--- config.mk ---
export PLATFORM = sky130hd
export DESIGN_NAME = display_message_hold_sequencer_flat
export DESIGN_NICKNAME = d
export VERILOG_FILES = /design/src/design/dmhs_pkg.sv /design/src/design/dmhs_if.sv /design/src/design/dmhs_cfg_regs.sv /design/src/design/dmhs_frame_core.sv /design/src/design/display_message_hold_sequencer.sv /design/src/flat_wrapper.sv
export SDC_FILE = /design/constraint.sdc
export NUM_CORES = 1
export LEC_CHECK = 0
export BUFFER_PORTS_ARGS = -buffer_cell sky130_fd_sc_hd__buf_4
export CORE_MARGIN = 2
export CORE_UTILIZATION = 38
export DETAILED_ROUTE_END_ITERATION = 16
export GPL_TIMING_DRIVEN = 0
export MAX_ROUTING_LAYER = met4
export PLACE_DENSITY = 0.6
export REMOVE_ABC_BUFFERS = 1
export SLEW_MARGIN = 20
export SYNTH_ARGS = -nofsm -noshare
export SYNTH_HDL_FRONTEND = slang
export SYNTH_HIERARCHICAL = 1
export SYNTH_SLANG_ARGS = --single-unit
--- constraint.sdc ---
create_clock -name clk -period 10.6 [get_ports clk]
set_input_delay 1.06 -clock clk [delete_from_list [all_inputs] [get_ports clk]]
set_output_delay 1.06 -clock clk [all_outputs]
set_load 0.01 [all_outputs]
--- src/design/dmhs_pkg.sv ---
// Package: shared types, constants and register indexes for the display message hold sequencer.
`default_nettype none

package dmhs_pkg;

  localparam int unsigned CODE_W = 8;
  localparam int unsigned IDX_W  = 8;

  localparam logic [CODE_W-1:0] IDLE_CODE          = 8'h20;
  localparam logic [CODE_W-1:0] FRAME_PERIOD_RST   = 8'd20;
  localparam logic [CODE_W-1:0] MESSAGE_HOLD_RST   = 8'd25;
  localparam logic [CODE_W-1:0] RESET_HOLD_RST     = 8'd25;
  localparam logic [CODE_W-1:0] RESET_REHOLD_RST   = 8'd2;

  typedef enum logic [IDX_W-1:0] {
    CFG_FRAME_PERIOD = 8'd0,
    CFG_MESSAGE_HOLD = 8'd1,
    CFG_RESET_HOLD   = 8'd2,
    CFG_RESET_REHOLD = 8'd3
  } cfg_idx_t;

  typedef struct packed {
    logic [CODE_W-1:0] frame_period;
    logic [CODE_W-1:0] message_hold;
    logic [CODE_W-1:0] reset_hold;
    logic [CODE_W-1:0] reset_rehold;
  } cfg_regs_t;

  typedef struct packed {
    logic              unit_active;
    logic              switching_over;
    logic              reset_line;
    logic              send_request;
    logic [CODE_W-1:0] message_code;
    logic [CODE_W-1:0] station_code;
    logic [CODE_W-1:0] route_code;
    logic              door_state;
  } in_item_t;

  typedef struct packed {
    logic              frame_due;
    logic [CODE_W-1:0] message_out;
    logic [CODE_W-1:0] station_out;
    logic [CODE_W-1:0] route_out;
    logic              reset_bit;
    logic              door_bit;
    logic              reset_notice;
    logic              clear_reset;
    logic              clear_message;
    logic              ack_request;
  } out_item_t;

  typedef struct packed {
    logic [CODE_W-1:0] divider;
    logic              prev_reset;
    logic [CODE_W-1:0] prev_message;
    logic [CODE_W-1:0] reset_timer;
    logic [CODE_W-1:0] message_timer;
    logic [CODE_W-1:0] shown_message;
    logic [CODE_W-1:0] shown_station;
    logic [CODE_W-1:0] shown_route;
    logic              shown_reset;
    logic              shown_door;
    logic              notice_state;
  } frame_state_t;

endpackage

`default_nettype wire

--- src/design/dmhs_if.sv ---
// Interfaces: input item, result item and configuration write channels.
`default_nettype none

interface dmhs_in_if;
  import dmhs_pkg::*;
  logic              valid;
  logic              ready;
  logic              unit_active;
  logic              switching_over;
  logic              reset_line;
  logic              send_request;
  logic [CODE_W-1:0] message_code;
  logic [CODE_W-1:0] station_code;
  logic [CODE_W-1:0] route_code;
  logic              door_state;

  modport source (
    output valid, unit_active, switching_over, reset_line, send_request,
           message_code, station_code, route_code, door_state,
    input  ready
  );
  modport sink (
    input  valid, unit_active, switching_over, reset_line, send_request,
           message_code, station_code, route_code, door_state,
    output ready
  );
endinterface

interface dmhs_out_if;
  import dmhs_pkg::*;
  logic              valid;
  logic              ready;
  logic              frame_due;
  logic [CODE_W-1:0] message_out;
  logic [CODE_W-1:0] station_out;
  logic [CODE_W-1:0] route_out;
  logic              reset_bit;
  logic              door_bit;
  logic              reset_notice;
  logic              clear_reset;
  logic              clear_message;
  logic              ack_request;

  modport source (
    output valid, frame_due, message_out, station_out, route_out, reset_bit,
           door_bit, reset_notice, clear_reset, clear_message, ack_request,
    input  ready
  );
  modport sink (
    input  valid, frame_due, message_out, station_out, route_out, reset_bit,
           door_bit, reset_notice, clear_reset, clear_message, ack_request,
    output ready
  );
endinterface

interface dmhs_cfg_if;
  import dmhs_pkg::*;
  logic              valid;
  logic              ready;
  logic [IDX_W-1:0]  reg_index;
  logic [CODE_W-1:0] data;

  modport source (output valid, reg_index, data, input ready);
  modport sink (input valid, reg_index, data, output ready);
endinterface

`default_nettype wire

--- src/design/dmhs_cfg_regs.sv ---
// Configuration register file: frame period and hold times.
`default_nettype none

module dmhs_cfg_regs (
  input  wire logic                    clk,
  input  wire logic                    rst_n,
  input  wire logic                    wr_en,
  input  wire logic [dmhs_pkg::IDX_W-1:0]  wr_index,
  input  wire logic [dmhs_pkg::CODE_W-1:0] wr_data,
  output dmhs_pkg::cfg_regs_t          regs
);
  import dmhs_pkg::*;

  cfg_regs_t regs_r;
  cfg_regs_t regs_nxt;

  // Decode the write; indexes past the list are dropped
  always_comb begin
    regs_nxt = regs_r;
    if (wr_en) begin
      case (wr_index)
        CFG_FRAME_PERIOD: regs_nxt.frame_period = wr_data;
        CFG_MESSAGE_HOLD: regs_nxt.message_hold = wr_data;
        CFG_RESET_HOLD:   regs_nxt.reset_hold   = wr_data;
        CFG_RESET_REHOLD: regs_nxt.reset_rehold = wr_data;
        default:          regs_nxt = regs_r;
      endcase
    end
  end

  always_ff @(posedge clk) begin
    if (!rst_n) begin
      regs_r.frame_period <= FRAME_PERIOD_RST;
      regs_r.message_hold <= MESSAGE_HOLD_RST;
      regs_r.reset_hold   <= RESET_HOLD_RST;
      regs_r.reset_rehold <= RESET_REHOLD_RST;
    end else begin
      regs_r <= regs_nxt;
    end
  end

  assign regs = regs_r;

endmodule

`default_nettype wire

--- src/design/dmhs_frame_core.sv ---
// Frame core: held frame state and the per-tick update that builds one result.
`default_nettype none

module dmhs_frame_core (
  input  wire logic                clk,
  input  wire logic                rst_n,
  input  wire dmhs_pkg::cfg_regs_t cfg,
  input  wire logic                advance,
  input  wire dmhs_pkg::in_item_t  item,
  output dmhs_pkg::out_item_t      result
);
  import dmhs_pkg::*;

  frame_state_t      st_r;
  frame_state_t      st_nxt;
  logic [CODE_W-1:0] div_dec;
  logic              due;
  logic              line;
  logic [CODE_W-1:0] msg;
  logic              clr_r;
  logic              clr_m;
  logic              ack;

  // Count the divider down and gate the frame update
  assign div_dec = (st_r.divider != '0) ? st_r.divider - 1'b1 : '0;
  assign due     = (div_dec == '0) && item.unit_active && !item.switching_over;

  // Frame update: reset edge, reset timer, message take, message timer, door
  always_comb begin
    st_nxt         = st_r;
    st_nxt.divider = div_dec;
    line           = item.reset_line;
    msg            = item.message_code;
    clr_r          = 1'b0;
    clr_m          = 1'b0;
    ack            = 1'b0;

    if (due) begin
      st_nxt.divider = cfg.frame_period;

      // Reset line change: a rise arms the hold and blanks the message
      if (st_r.prev_reset != line) begin
        st_nxt.prev_reset = line;
        clr_r = 1'b1;
        if (line) begin
          st_nxt.reset_timer   = st_r.shown_reset ? cfg.reset_rehold : cfg.reset_hold;
          st_nxt.shown_reset   = 1'b1;
          st_nxt.notice_state  = 1'b1;
          st_nxt.shown_message = IDLE_CODE;
          msg   = '0;
          clr_m = 1'b1;
        end
        line = 1'b0;
      end

      // Reset hold timeout: release, or re-strobe while the line stays high
      if (st_nxt.reset_timer != '0) begin
        st_nxt.reset_timer = st_nxt.reset_timer - 1'b1;
        if (st_nxt.reset_timer == '0) begin
          if (!line) begin
            st_nxt.shown_reset  = 1'b0;
            st_nxt.notice_state = 1'b0;
          end else begin
            clr_r = 1'b1;
            st_nxt.reset_timer = 8'd1;
          end
        end
      end

      // Send request: take a changed message, latch station and route
      if (item.send_request) begin
        ack = 1'b1;
        if (st_r.prev_message != msg) begin
          st_nxt.prev_message = msg;
          if (msg != '0) begin
            st_nxt.message_timer = cfg.message_hold;
            st_nxt.shown_message = msg;
            st_nxt.shown_reset   = 1'b0;
            st_nxt.notice_state  = 1'b0;
          end
        end
        st_nxt.shown_station = item.station_code;
        st_nxt.shown_route   = item.route_code;
      end

      // Message hold timeout: revert to idle code
      if (st_nxt.message_timer != '0) begin
        st_nxt.message_timer = st_nxt.message_timer - 1'b1;
        if (st_nxt.message_timer == '0) begin
          st_nxt.shown_message = IDLE_CODE;
          st_nxt.prev_message  = '0;
          clr_m = 1'b1;
        end
      end

      st_nxt.shown_door = item.door_state;
    end
  end

  // Build the result from the updated state
  always_comb begin
    result.frame_due     = due;
    result.message_out   = st_nxt.shown_message;
    result.station_out   = st_nxt.shown_station;
    result.route_out     = st_nxt.shown_route;
    result.reset_bit     = st_nxt.shown_reset;
    result.door_bit      = st_nxt.shown_door;
    result.reset_notice  = st_nxt.notice_state;
    result.clear_reset   = clr_r;
    result.clear_message = clr_m;
    result.ack_request   = ack;
  end

  // Commit the state once per item
  always_ff @(posedge clk) begin
    if (!rst_n) begin
      st_r.divider       <= FRAME_PERIOD_RST;
      st_r.prev_reset    <= 1'b0;
      st_r.prev_message  <= '0;
      st_r.reset_timer   <= '0;
      st_r.message_timer <= '0;
      st_r.shown_message <= IDLE_CODE;
      st_r.shown_station <= '0;
      st_r.shown_route   <= '0;
      st_r.shown_reset   <= 1'b0;
      st_r.shown_door    <= 1'b1;
      st_r.notice_state  <= 1'b0;
    end else if (advance) begin
      st_r <= st_nxt;
    end
  end

`ifndef SYNTH
  // Reset bit and host notice always move together
  a_notice_tracks_reset: assert property (@(posedge clk) disable iff (!rst_n)
    st_r.shown_reset == st_r.notice_state)
    else $error("reset bit and notice state disagree");

  // Without a frame update the divider never climbs
  a_divider_only_reloads_on_frame: assert property (@(posedge clk) disable iff (!rst_n)
    advance && !due |=> st_r.divider == $past(div_dec))
    else $error("divider moved without a frame update");

  // Hold timers only count on a frame update
  a_timers_hold_off_frame: assert property (@(posedge clk) disable iff (!rst_n)
    advance && !due |=> $stable(st_r.reset_timer) && $stable(st_r.message_timer))
    else $error("hold timer moved without a frame update");
`endif

endmodule

`default_nettype wire

--- src/design/display_message_hold_sequencer.sv ---
// Top level: input register, frame core, result register and configuration port.
// An accepted item enters the input register, and its result is presented from the result register.
// Throughput: one item per cycle unless the result side stalls; the frame update is one pass of logic
// between the input register and the result register, and both stages hold under stall.
// Reset: synchronous active-low rst_n restores the configuration defaults,
// loads the divider with the default frame period and empties both registers.
`default_nettype none

module display_message_hold_sequencer (
  input  wire logic   clk,
  input  wire logic   rst_n,
  dmhs_in_if.sink     in_ch,
  dmhs_out_if.source  out_ch,
  dmhs_cfg_if.sink    cfg_ch
);
  import dmhs_pkg::*;

  logic      in_valid_r;
  in_item_t  in_item_r;
  logic      out_valid_r;
  out_item_t res_r;
  out_item_t res_nxt;
  in_item_t  in_item;
  cfg_regs_t cfg;
  logic      advance;
  logic      in_take;

  // Configuration writes are always taken
  assign cfg_ch.ready = 1'b1;

  dmhs_cfg_regs u_cfg (
    .clk      (clk),
    .rst_n    (rst_n),
    .wr_en    (cfg_ch.valid),
    .wr_index (cfg_ch.reg_index),
    .wr_data  (cfg_ch.data),
    .regs     (cfg)
  );

  // Pack the incoming item
  always_comb begin
    in_item.unit_active    = in_ch.unit_active;
    in_item.switching_over = in_ch.switching_over;
    in_item.reset_line     = in_ch.reset_line;
    in_item.send_request   = in_ch.send_request;
    in_item.message_code   = in_ch.message_code;
    in_item.station_code   = in_ch.station_code;
    in_item.route_code     = in_ch.route_code;
    in_item.door_state     = in_ch.door_state;
  end

  // Advance when the input stage holds an item and the result slot frees up
  assign advance     = in_valid_r && (!out_valid_r || out_ch.ready);
  assign in_ch.ready = !in_valid_r || advance;
  assign in_take     = in_ch.valid && in_ch.ready;

  dmhs_frame_core u_core (
    .clk    (clk),
    .rst_n  (rst_n),
    .cfg    (cfg),
    .advance(advance),
    .item   (in_item_r),
    .result (res_nxt)
  );

  // Input register
  always_ff @(posedge clk) begin
    if (!rst_n) begin
      in_valid_r <= 1'b0;
    end else if (in_ch.ready) begin
      in_valid_r <= in_ch.valid;
    end
  end

  always_ff @(posedge clk) begin
    if (in_take) begin
      in_item_r <= in_item;
    end
  end

  // Result register
  always_ff @(posedge clk) begin
    if (!rst_n) begin
      out_valid_r <= 1'b0;
    end else if (advance) begin
      out_valid_r <= 1'b1;
    end else if (out_ch.ready) begin
      out_valid_r <= 1'b0;
    end
  end

  always_ff @(posedge clk) begin
    if (advance) begin
      res_r <= res_nxt;
    end
  end

  assign out_ch.valid         = out_valid_r;
  assign out_ch.frame_due     = res_r.frame_due;
  assign out_ch.message_out   = res_r.message_out;
  assign out_ch.station_out   = res_r.station_out;
  assign out_ch.route_out     = res_r.route_out;
  assign out_ch.reset_bit     = res_r.reset_bit;
  assign out_ch.door_bit      = res_r.door_bit;
  assign out_ch.reset_notice  = res_r.reset_notice;
  assign out_ch.clear_reset   = res_r.clear_reset;
  assign out_ch.clear_message = res_r.clear_message;
  assign out_ch.ack_request   = res_r.ack_request;

`ifndef SYNTH
  // Strobes only ride on a frame update
  a_strobes_need_frame: assert property (@(posedge clk) disable iff (!rst_n)
    out_valid_r && !res_r.frame_due |->
      !res_r.clear_reset && !res_r.clear_message && !res_r.ack_request)
    else $error("host strobe without frame update");

  // A stalled item in the input stage is kept
  a_input_item_kept: assert property (@(posedge clk) disable iff (!rst_n)
    in_valid_r && !advance |=> in_valid_r && $stable(in_item_r))
    else $error("input item lost while stalled");

  // An untaken result is never overwritten
  a_result_not_overwritten: assert property (@(posedge clk) disable iff (!rst_n)
    out_valid_r && !out_ch.ready |-> !advance)
    else $error("result register overwritten while held");
`endif

endmodule

`default_nettype wire

--- src/flat_wrapper.sv ---
// flat-port wrapper written by rule: the top's interface ports become plain ports
module display_message_hold_sequencer_flat import dmhs_pkg::*;
  (clk, rst_n, in_ch_valid, in_ch_unit_active, in_ch_switching_over, in_ch_reset_line, in_ch_send_request, in_ch_message_code, in_ch_station_code, in_ch_route_code, in_ch_door_state, in_ch_ready, out_ch_valid, out_ch_frame_due, out_ch_message_out, out_ch_station_out, out_ch_route_out, out_ch_reset_bit, out_ch_door_bit, out_ch_reset_notice, out_ch_clear_reset, out_ch_clear_message, out_ch_ack_request, out_ch_ready, cfg_ch_valid, cfg_ch_reg_index, cfg_ch_data, cfg_ch_ready);
  dmhs_in_if in_ch_i ();
  dmhs_out_if out_ch_i ();
  dmhs_cfg_if cfg_ch_i ();
  input  wire logic clk;
  input  wire logic rst_n;
  input wire logic [$bits(in_ch_i.valid)-1:0] in_ch_valid;
  input wire logic [$bits(in_ch_i.unit_active)-1:0] in_ch_unit_active;
  input wire logic [$bits(in_ch_i.switching_over)-1:0] in_ch_switching_over;
  input wire logic [$bits(in_ch_i.reset_line)-1:0] in_ch_reset_line;
  input wire logic [$bits(in_ch_i.send_request)-1:0] in_ch_send_request;
  input wire logic [$bits(in_ch_i.message_code)-1:0] in_ch_message_code;
  input wire logic [$bits(in_ch_i.station_code)-1:0] in_ch_station_code;
  input wire logic [$bits(in_ch_i.route_code)-1:0] in_ch_route_code;
  input wire logic [$bits(in_ch_i.door_state)-1:0] in_ch_door_state;
  output wire logic [$bits(in_ch_i.ready)-1:0] in_ch_ready;
  output wire logic [$bits(out_ch_i.valid)-1:0] out_ch_valid;
  output wire logic [$bits(out_ch_i.frame_due)-1:0] out_ch_frame_due;
  output wire logic [$bits(out_ch_i.message_out)-1:0] out_ch_message_out;
  output wire logic [$bits(out_ch_i.station_out)-1:0] out_ch_station_out;
  output wire logic [$bits(out_ch_i.route_out)-1:0] out_ch_route_out;
  output wire logic [$bits(out_ch_i.reset_bit)-1:0] out_ch_reset_bit;
  output wire logic [$bits(out_ch_i.door_bit)-1:0] out_ch_door_bit;
  output wire logic [$bits(out_ch_i.reset_notice)-1:0] out_ch_reset_notice;
  output wire logic [$bits(out_ch_i.clear_reset)-1:0] out_ch_clear_reset;
  output wire logic [$bits(out_ch_i.clear_message)-1:0] out_ch_clear_message;
  output wire logic [$bits(out_ch_i.ack_request)-1:0] out_ch_ack_request;
  input wire logic [$bits(out_ch_i.ready)-1:0] out_ch_ready;
  input wire logic [$bits(cfg_ch_i.valid)-1:0] cfg_ch_valid;
  input wire logic [$bits(cfg_ch_i.reg_index)-1:0] cfg_ch_reg_index;
  input wire logic [$bits(cfg_ch_i.data)-1:0] cfg_ch_data;
  output wire logic [$bits(cfg_ch_i.ready)-1:0] cfg_ch_ready;
  assign in_ch_i.valid = in_ch_valid;
  assign in_ch_i.unit_active = in_ch_unit_active;
  assign in_ch_i.switching_over = in_ch_switching_over;
  assign in_ch_i.reset_line = in_ch_reset_line;
  assign in_ch_i.send_request = in_ch_send_request;
  assign in_ch_i.message_code = in_ch_message_code;
  assign in_ch_i.station_code = in_ch_station_code;
  assign in_ch_i.route_code = in_ch_route_code;
  assign in_ch_i.door_state = in_ch_door_state;
  assign in_ch_ready = in_ch_i.ready;
  assign out_ch_valid = out_ch_i.valid;
  assign out_ch_frame_due = out_ch_i.frame_due;
  assign out_ch_message_out = out_ch_i.message_out;
  assign out_ch_station_out = out_ch_i.station_out;
  assign out_ch_route_out = out_ch_i.route_out;
  assign out_ch_reset_bit = out_ch_i.reset_bit;
  assign out_ch_door_bit = out_ch_i.door_bit;
  assign out_ch_reset_notice = out_ch_i.reset_notice;
  assign out_ch_clear_reset = out_ch_i.clear_reset;
  assign out_ch_clear_message = out_ch_i.clear_message;
  assign out_ch_ack_request = out_ch_i.ack_request;
  assign out_ch_i.ready = out_ch_ready;
  assign cfg_ch_i.valid = cfg_ch_valid;
  assign cfg_ch_i.reg_index = cfg_ch_reg_index;
  assign cfg_ch_i.data = cfg_ch_data;
  assign cfg_ch_ready = cfg_ch_i.ready;
  display_message_hold_sequencer u_core (.clk(clk), .rst_n(rst_n), .in_ch(in_ch_i), .out_ch(out_ch_i), .cfg_ch(cfg_ch_i));
endmodule
Word level (Yosys, flattened, before mapping)
Cells that the tools add are included.
{"block": "classes", "mux": 53, "eq_ne": 5, "addsub": 3, "reduce_logical": 24}
{"operator": "$mux W8", "count": 18}
{"operator": "$mux W33", "count": 2}
{"operator": "$mux W60", "count": 1}
{"operator": "$mux W16", "count": 3}
{"operator": "$logic_not A8 Y1", "count": 4}
{"operator": "$reduce_bool A8 Y1", "count": 4}
{"operator": "$mux W1", "count": 29}
{"operator": "$sub A8 B1 Y8 const B", "count": 3}
{"operator": "$eq A8 B2 Y1 const B", "count": 2}
{"operator": "$reduce_and A2 Y1", "count": 5}
{"operator": "$eq A8 B1 Y1 const B", "count": 1}
{"operator": "$ne A8 B8 Y1", "count": 1}
{"operator": "$logic_and A1 B1 Y1", "count": 4}
{"operator": "$logic_not A1 Y1", "count": 3}
{"operator": "$reduce_and A3 Y1", "count": 1}
{"operator": "$logic_or A1 B1 Y1", "count": 2}
{"operator": "$reduce_bool A2 Y1", "count": 1}
{"operator": "$ne A1 B1 Y1", "count": 1}
{"block": "word_totals", "elab_cells": 120, "ff_bits": 154, "output_inout_bits": 34, "inputBits": 50}

Logic depth before layout (Yosys ltp)
{"block": "logic_depth", "ltp_word": 19, "depth_mapped": 22, "mapped_depth_nobuf": 17}

Cells and area by module
Netlist, hierarchy kept.
{"module": "dmhs_frame_core", "area_per_inst_um2": 4225.3, "cells_each": 490, "instances": 1, "seq_area_each_um2": 1201.2}
{"module": "display_message_hold_sequencer", "area_per_inst_um2": 1916.8, "cells_each": 71, "instances": 1, "seq_area_each_um2": 1841.8}
{"module": "dmhs_cfg_regs", "area_per_inst_um2": 1287.5, "cells_each": 123, "instances": 1, "seq_area_each_um2": 640.6}

Least setup slack after synthesis
OpenSTA, ideal clock, no wires.
{"block": "synth_path", "path_kind": "register -> register", "startpoint": "reg u_core/in_item_r[26] (netlist bit)", "endpoint": "reg u_core.res_r (netlist bit u_core/out_ch.message_out[0]) (data pin)", "t_required_ns": 10.349, "setup_slack_ns": 5.964, "arrival_time_ns": 4.385, "setup_ns": 0.251, "synth_period_minus_slack_ns": 4.636, "path_buffers": 5, "stages_incl_launch_ff": 23, "cell_sequence": "edfxtp_1 -> inv_1 -> ha_1 -> and2_1 -> buf_4 -> nor2_1 -> o32ai_1 -> a41oi_2 -> nand3_2 -> buf_2 -> buf_2 -> mux2i_1 -> ha_1 -> buf_4 -> or3b_1 -> nor3_1 -> xnor2_1 -> nand2_1 -> a211oi_1 -> nand3b_1 -> nand2_1 -> a22o_1 -> buf_4"}
{"element": "start: declaration", "line_no": "display_message_hold_sequencer.sv:19", "text": "in_item_t in_item_r;"}
{"element": "start signal: assignment", "line_no": "display_message_hold_sequencer.sv:77", "text": "in_item_r <= in_item;"}
{"element": "end signal: assignment", "line_no": "display_message_hold_sequencer.sv:94", "text": "res_r <= res_nxt;"}
{"element": "end: declaration", "line_no": "display_message_hold_sequencer.sv:21", "text": "out_item_t res_r;"}

Final worst setup path
{"block": "layout_path", "startpoint": "reg u_core/in_item_r[26] (netlist bit)", "endpoint": "reg u_core/u_core/st_r[47] (netlist bit)"}
{"block": "layout_via", "elab_chain_cells": 12, "word_cells_on_any_way": 17, "cone_classes": "add/sub (1); eq/ne (2); mux (11); reduce/logical (3)"}
{"element": "$mux W8 / $ne A1 B1 Y1 (equally long branches)", "line_no": "dmhs_frame_core.sv:45, dmhs_frame_core.sv:42"}
{"element": "$mux W8 *", "line_no": "dmhs_frame_core.sv:42", "text": "if (st_r.prev_reset != line) begin"}
{"element": "$mux W8 *", "line_no": "dmhs_frame_core.sv:38", "text": "if (due) begin"}
{"element": "$reduce_bool A8 Y1", "line_no": "dmhs_frame_core.sv:75", "text": "if (msg != '0) begin"}
{"element": "$mux W16", "line_no": "dmhs_frame_core.sv:75"}
{"element": "$mux W16", "line_no": "dmhs_frame_core.sv:73", "text": "if (st_r.prev_message != msg) begin"}
{"element": "$mux W33", "line_no": "dmhs_frame_core.sv:71", "text": "if (item.send_request) begin"}
{"element": "$mux W33", "line_no": "dmhs_frame_core.sv:38"}
{"element": "$sub A8 B1 Y8", "line_no": "dmhs_frame_core.sv:88", "text": "st_nxt.message_timer = st_nxt.message_timer - 1'b1;"}
{"element": "$logic_not A8 Y1", "line_no": "dmhs_frame_core.sv:89", "text": "if (st_nxt.message_timer == '0) begin"}
{"element": "$mux W8", "line_no": "dmhs_frame_core.sv:89"}
{"element": "$mux W8 *", "line_no": "dmhs_frame_core.sv:87", "text": "if (st_nxt.message_timer != '0) begin"}
{"element": "end signal: assignment", "line_no": "dmhs_frame_core.sv:129", "text": "st_r <= st_nxt;"}
{"element": "end: declaration", "line_no": "dmhs_frame_core.sv:14", "text": "frame_state_t st_r;"}
Every way passes the cells marked *; elsewhere a longest branch is shown, timed or not. The select of a mux whose other input is x is not followed.
A chain may end at the register's enable or synchronous reset.

==> flow_summary.ini <==
[global_routing]
antenna_found_initial = 0
grt_pass1_vias = 4977
grt.total_usage_pct = 15.44
overflow = 0
grt_max_degree = 96
grt_pass1_wl_mm = 24.45

[yosys]
synth_top_cell_area_share_pct = 25.33
syn_area_um2 = 7430
synth_seq_cells = 154
synth_edf_count = 60
ys.flop_type = dfxtp_1
yosysWarnings = 6
synthesis.instances = 684
avgSynthCellArea_um2 = 10.86
ys_seq_area_share_pct = 49.58
synth_top_area_cell = dfxtp_1
ys_async_sr_fraction_pct = 0
synth_cell_types = 74
synth_area_leaders = dfxtp_1, edfxtp_1, mux2i_1, buf_4, nand2_1

[clock_network]
post-cts-setup-buffers = 0
cts_buffers = 17
insertion_delay_ns = 0.43
cts_tree = yes
cts-root-buf = clkbuf_16
path_clk_slew_ns = 0.07
postCtsHoldBufs = 0
cts_max_level = 4
cts_buffer_depth = 2
cts_resized = 0
cts_sinks = 154

[finish]
drive_gt1_share_pct = 21.62
diodes = 0
final_nets = 787
fin_util_pct = 44.97
area_growth_pct = 17.03

[timing]
tightest_slew_ns = 1.042
hold_viol = 0
hold_ws_ns = 0.4583
rsz0062_at_grt = no
fin_setup_tns_ns = 0
relSlewSlack_pct = 30.51
setup_ws_ns = 4.436
setup_viol = 0
clock_skew_ns = 0.01483
drv_slew = 0
finalCritPeriodShare_pct = 58.15
fin_crit_ns = 6.164
fmax_ghz = 0.1622

[power]
p_clk_share_pct = 45.2
switching_share_pct = 25.51
combPwrFrac_pct = 6.8
pwr-share-seq_pct = 47.9
ir_worst_vdd_mv = 0.1134
p_int_w = 0.0009867
power.density_nw_per_um2 = 152.4
power.net_switching_w = 0.0003379
p_leak_nw = 3.347

[floorplan]
io_pins = 84
start_util_pct = 38.43
row_count = 51
die_area_um2 = 20690
die_w_um = 143.8
die_y_um = 143.8
coreArea_um2 = 19330

[place]
io_buffers = 82
routabilityCongestion = 0.8103
place_hpwl_mm = 10.55
place_ws_ns = 4.531

[routing]
drtIter0Drc = 237
drt-total-wl_mm = 15.22
vias_per_cell = 5.057
wl_per_cell_um = 15.15
drcViolationCount = 0
drtAntennaViolNets = 0
firstDrtPassIters = 5
vias = 5082

[critical_path]
critical_path_class = register to register
crit_path_start_kind = register
crit_path_max_fanout = 22
crit_required_ns = 10.96
cp_data_arrival_time_ns = 6.53
end_kind = register

[run_status]
status = finished, final reports clean

[job]
cap_violations = 0

[min_path]
hp-class = register to register
==> final timing paths <==
kind                        startpoint  slack (ns)                      to  depth (start not counted)
hold / removal    u_core/u_cfg/regs[0]        0.46    u_core/u_cfg/regs[0]                          2
hold reg to reg   u_core/u_cfg/regs[0]        0.46    u_core/u_cfg/regs[0]                          2
setup / recovery  u_core/in_item_r[26]        4.44  u_core/u_core/st_r[47]                         17
setup reg to reg  u_core/in_item_r[26]        4.44  u_core/u_core/st_r[47]                         17
==> stage by stage <==
step           power [W]  cells  instance area, µm²
2_1_floorplan  0.0006955    621                7023
3_3_place_gp   0.0007339    968                7970
3_5_place_dp   0.0007395    973                8094
4_1_cts         0.001340   1005                8695
5_1_grt         0.001376   1005                8695
6_report        0.001325   1005                8695
==> registers in the layout, summed over array words and instances (netlist names), 8 cells and up <==
name	flops
u_core/u_core/st_r	60
u_core/out_ch.route_out	8
u_core/out_ch.message_out	8
u_core/out_ch.station_out	8
u_core/in_item_r	29
u_core/u_cfg/regs	32
==> critical path, stage by stage (launching register included) <==
cell and delay, ns:
edfxtp_1 0.49, inv_1 0.08, ha_1 0.36, and2_1 0.84
nor2_1 0.12, o32ai_1 0.43, a41oi_2 0.26, nand3_2 0.42
mux2i_1 0.42, ha_1 0.43, or3b_1 0.43, nor3_1 0.19
xnor2_1 0.14, nand2_1 0.12, a211oi_1 0.07, mux2_4 0.32
nor4_4 0.70, a22o_1 0.27
==> kinds of logic (layout without fill, tap and decap cells) <==
family / Yosys count / count (layout) / share of synthesized area, %
adders and majority gates: 10 / 10 / 1.684
xor gates and xnor gates: 19 / 19 / 2.240
DFF: 154 / 154 / 49.58
AOI/OAI and AO/OA: 110 / 110 / 11.06
and+or+nand+nor: 225 / 225 / 17.11
buffers and inverters: 80 / 136 / 6.332
muxes: 85 / 85 / 11.94
other: 1 / 1 / 0.05047
==> Yosys cell counts, types with 8 or more instances <==
cell      count
nand2_1      68
xnor2_1      12
edfxtp_1     60
ha_1         10
dfxtp_1      94
mux2i_1      61
a22o_1       17
clkbuf_1     14
a21oi_1      24
inv_1        17
o21ai_0      15
nand3_1       8
mux2_2       22
nor3_1       16
nor2_1       36
nor2b_1      39
buf_4        35
nand2b_1      9
==> metal layers <==
metal  routed length [µm]  GRT usage [%]  share of wire [%]  up-vias
li1                     -              -                  -     2534
met1                 6748          18.18                 44     2433
met2                 7746          25.81                 51      101
met3                  506          3.632                3.3       14
met4                  223          5.573                1.5        0
met5                    0              -                  0        -
==> power by group through the flow <==
stage               sequential [W]  clock (W)  combinational, W
floorplan                 0.000649          0         0.0000465
CTS                       0.000635   0.000614         0.0000915
finish                    0.000635   0.000599         0.0000907
detailed placement        0.000648          0         0.0000913
global route              0.000636   0.000642         0.0000988
global placement          0.000649          0         0.0000850
==> final cells by class <==
cell class | count | area, µm²
clock buffers | 17 | 425.4
clock inverters | 15 | 175.2
fillers | 1744 | 10640
inverters | 17 | 63.81
multi-input cells | 450 | 3294
flip-flops and latches | 154 | 3684
well taps | 265 | 331.6
repair buffers | 87 | 720.7
==> cell usage in the layout, fill, tap and decap left out, types with 8 or more instances in the layout <==
| master | instances |
|---|---|
| dfxtp_1 | 94 |
| buf_4 | 83 |
| nand2_1 | 68 |
| mux2i_1 | 61 |
| edfxtp_1 | 60 |
| nor2b_1 | 38 |
| nor2_1 | 36 |
| a21oi_1 | 23 |
| mux2_2 | 22 |
| clkbuf_16 | 17 |
| inv_1 | 17 |
| a22o_1 | 17 |
| nor3_1 | 16 |
| o21ai_0 | 15 |
| xnor2_1 | 12 |
| ha_1 | 10 |
| nand2b_1 | 9 |
| nand3_1 | 8 |
(Power assumes the default switching activity.)
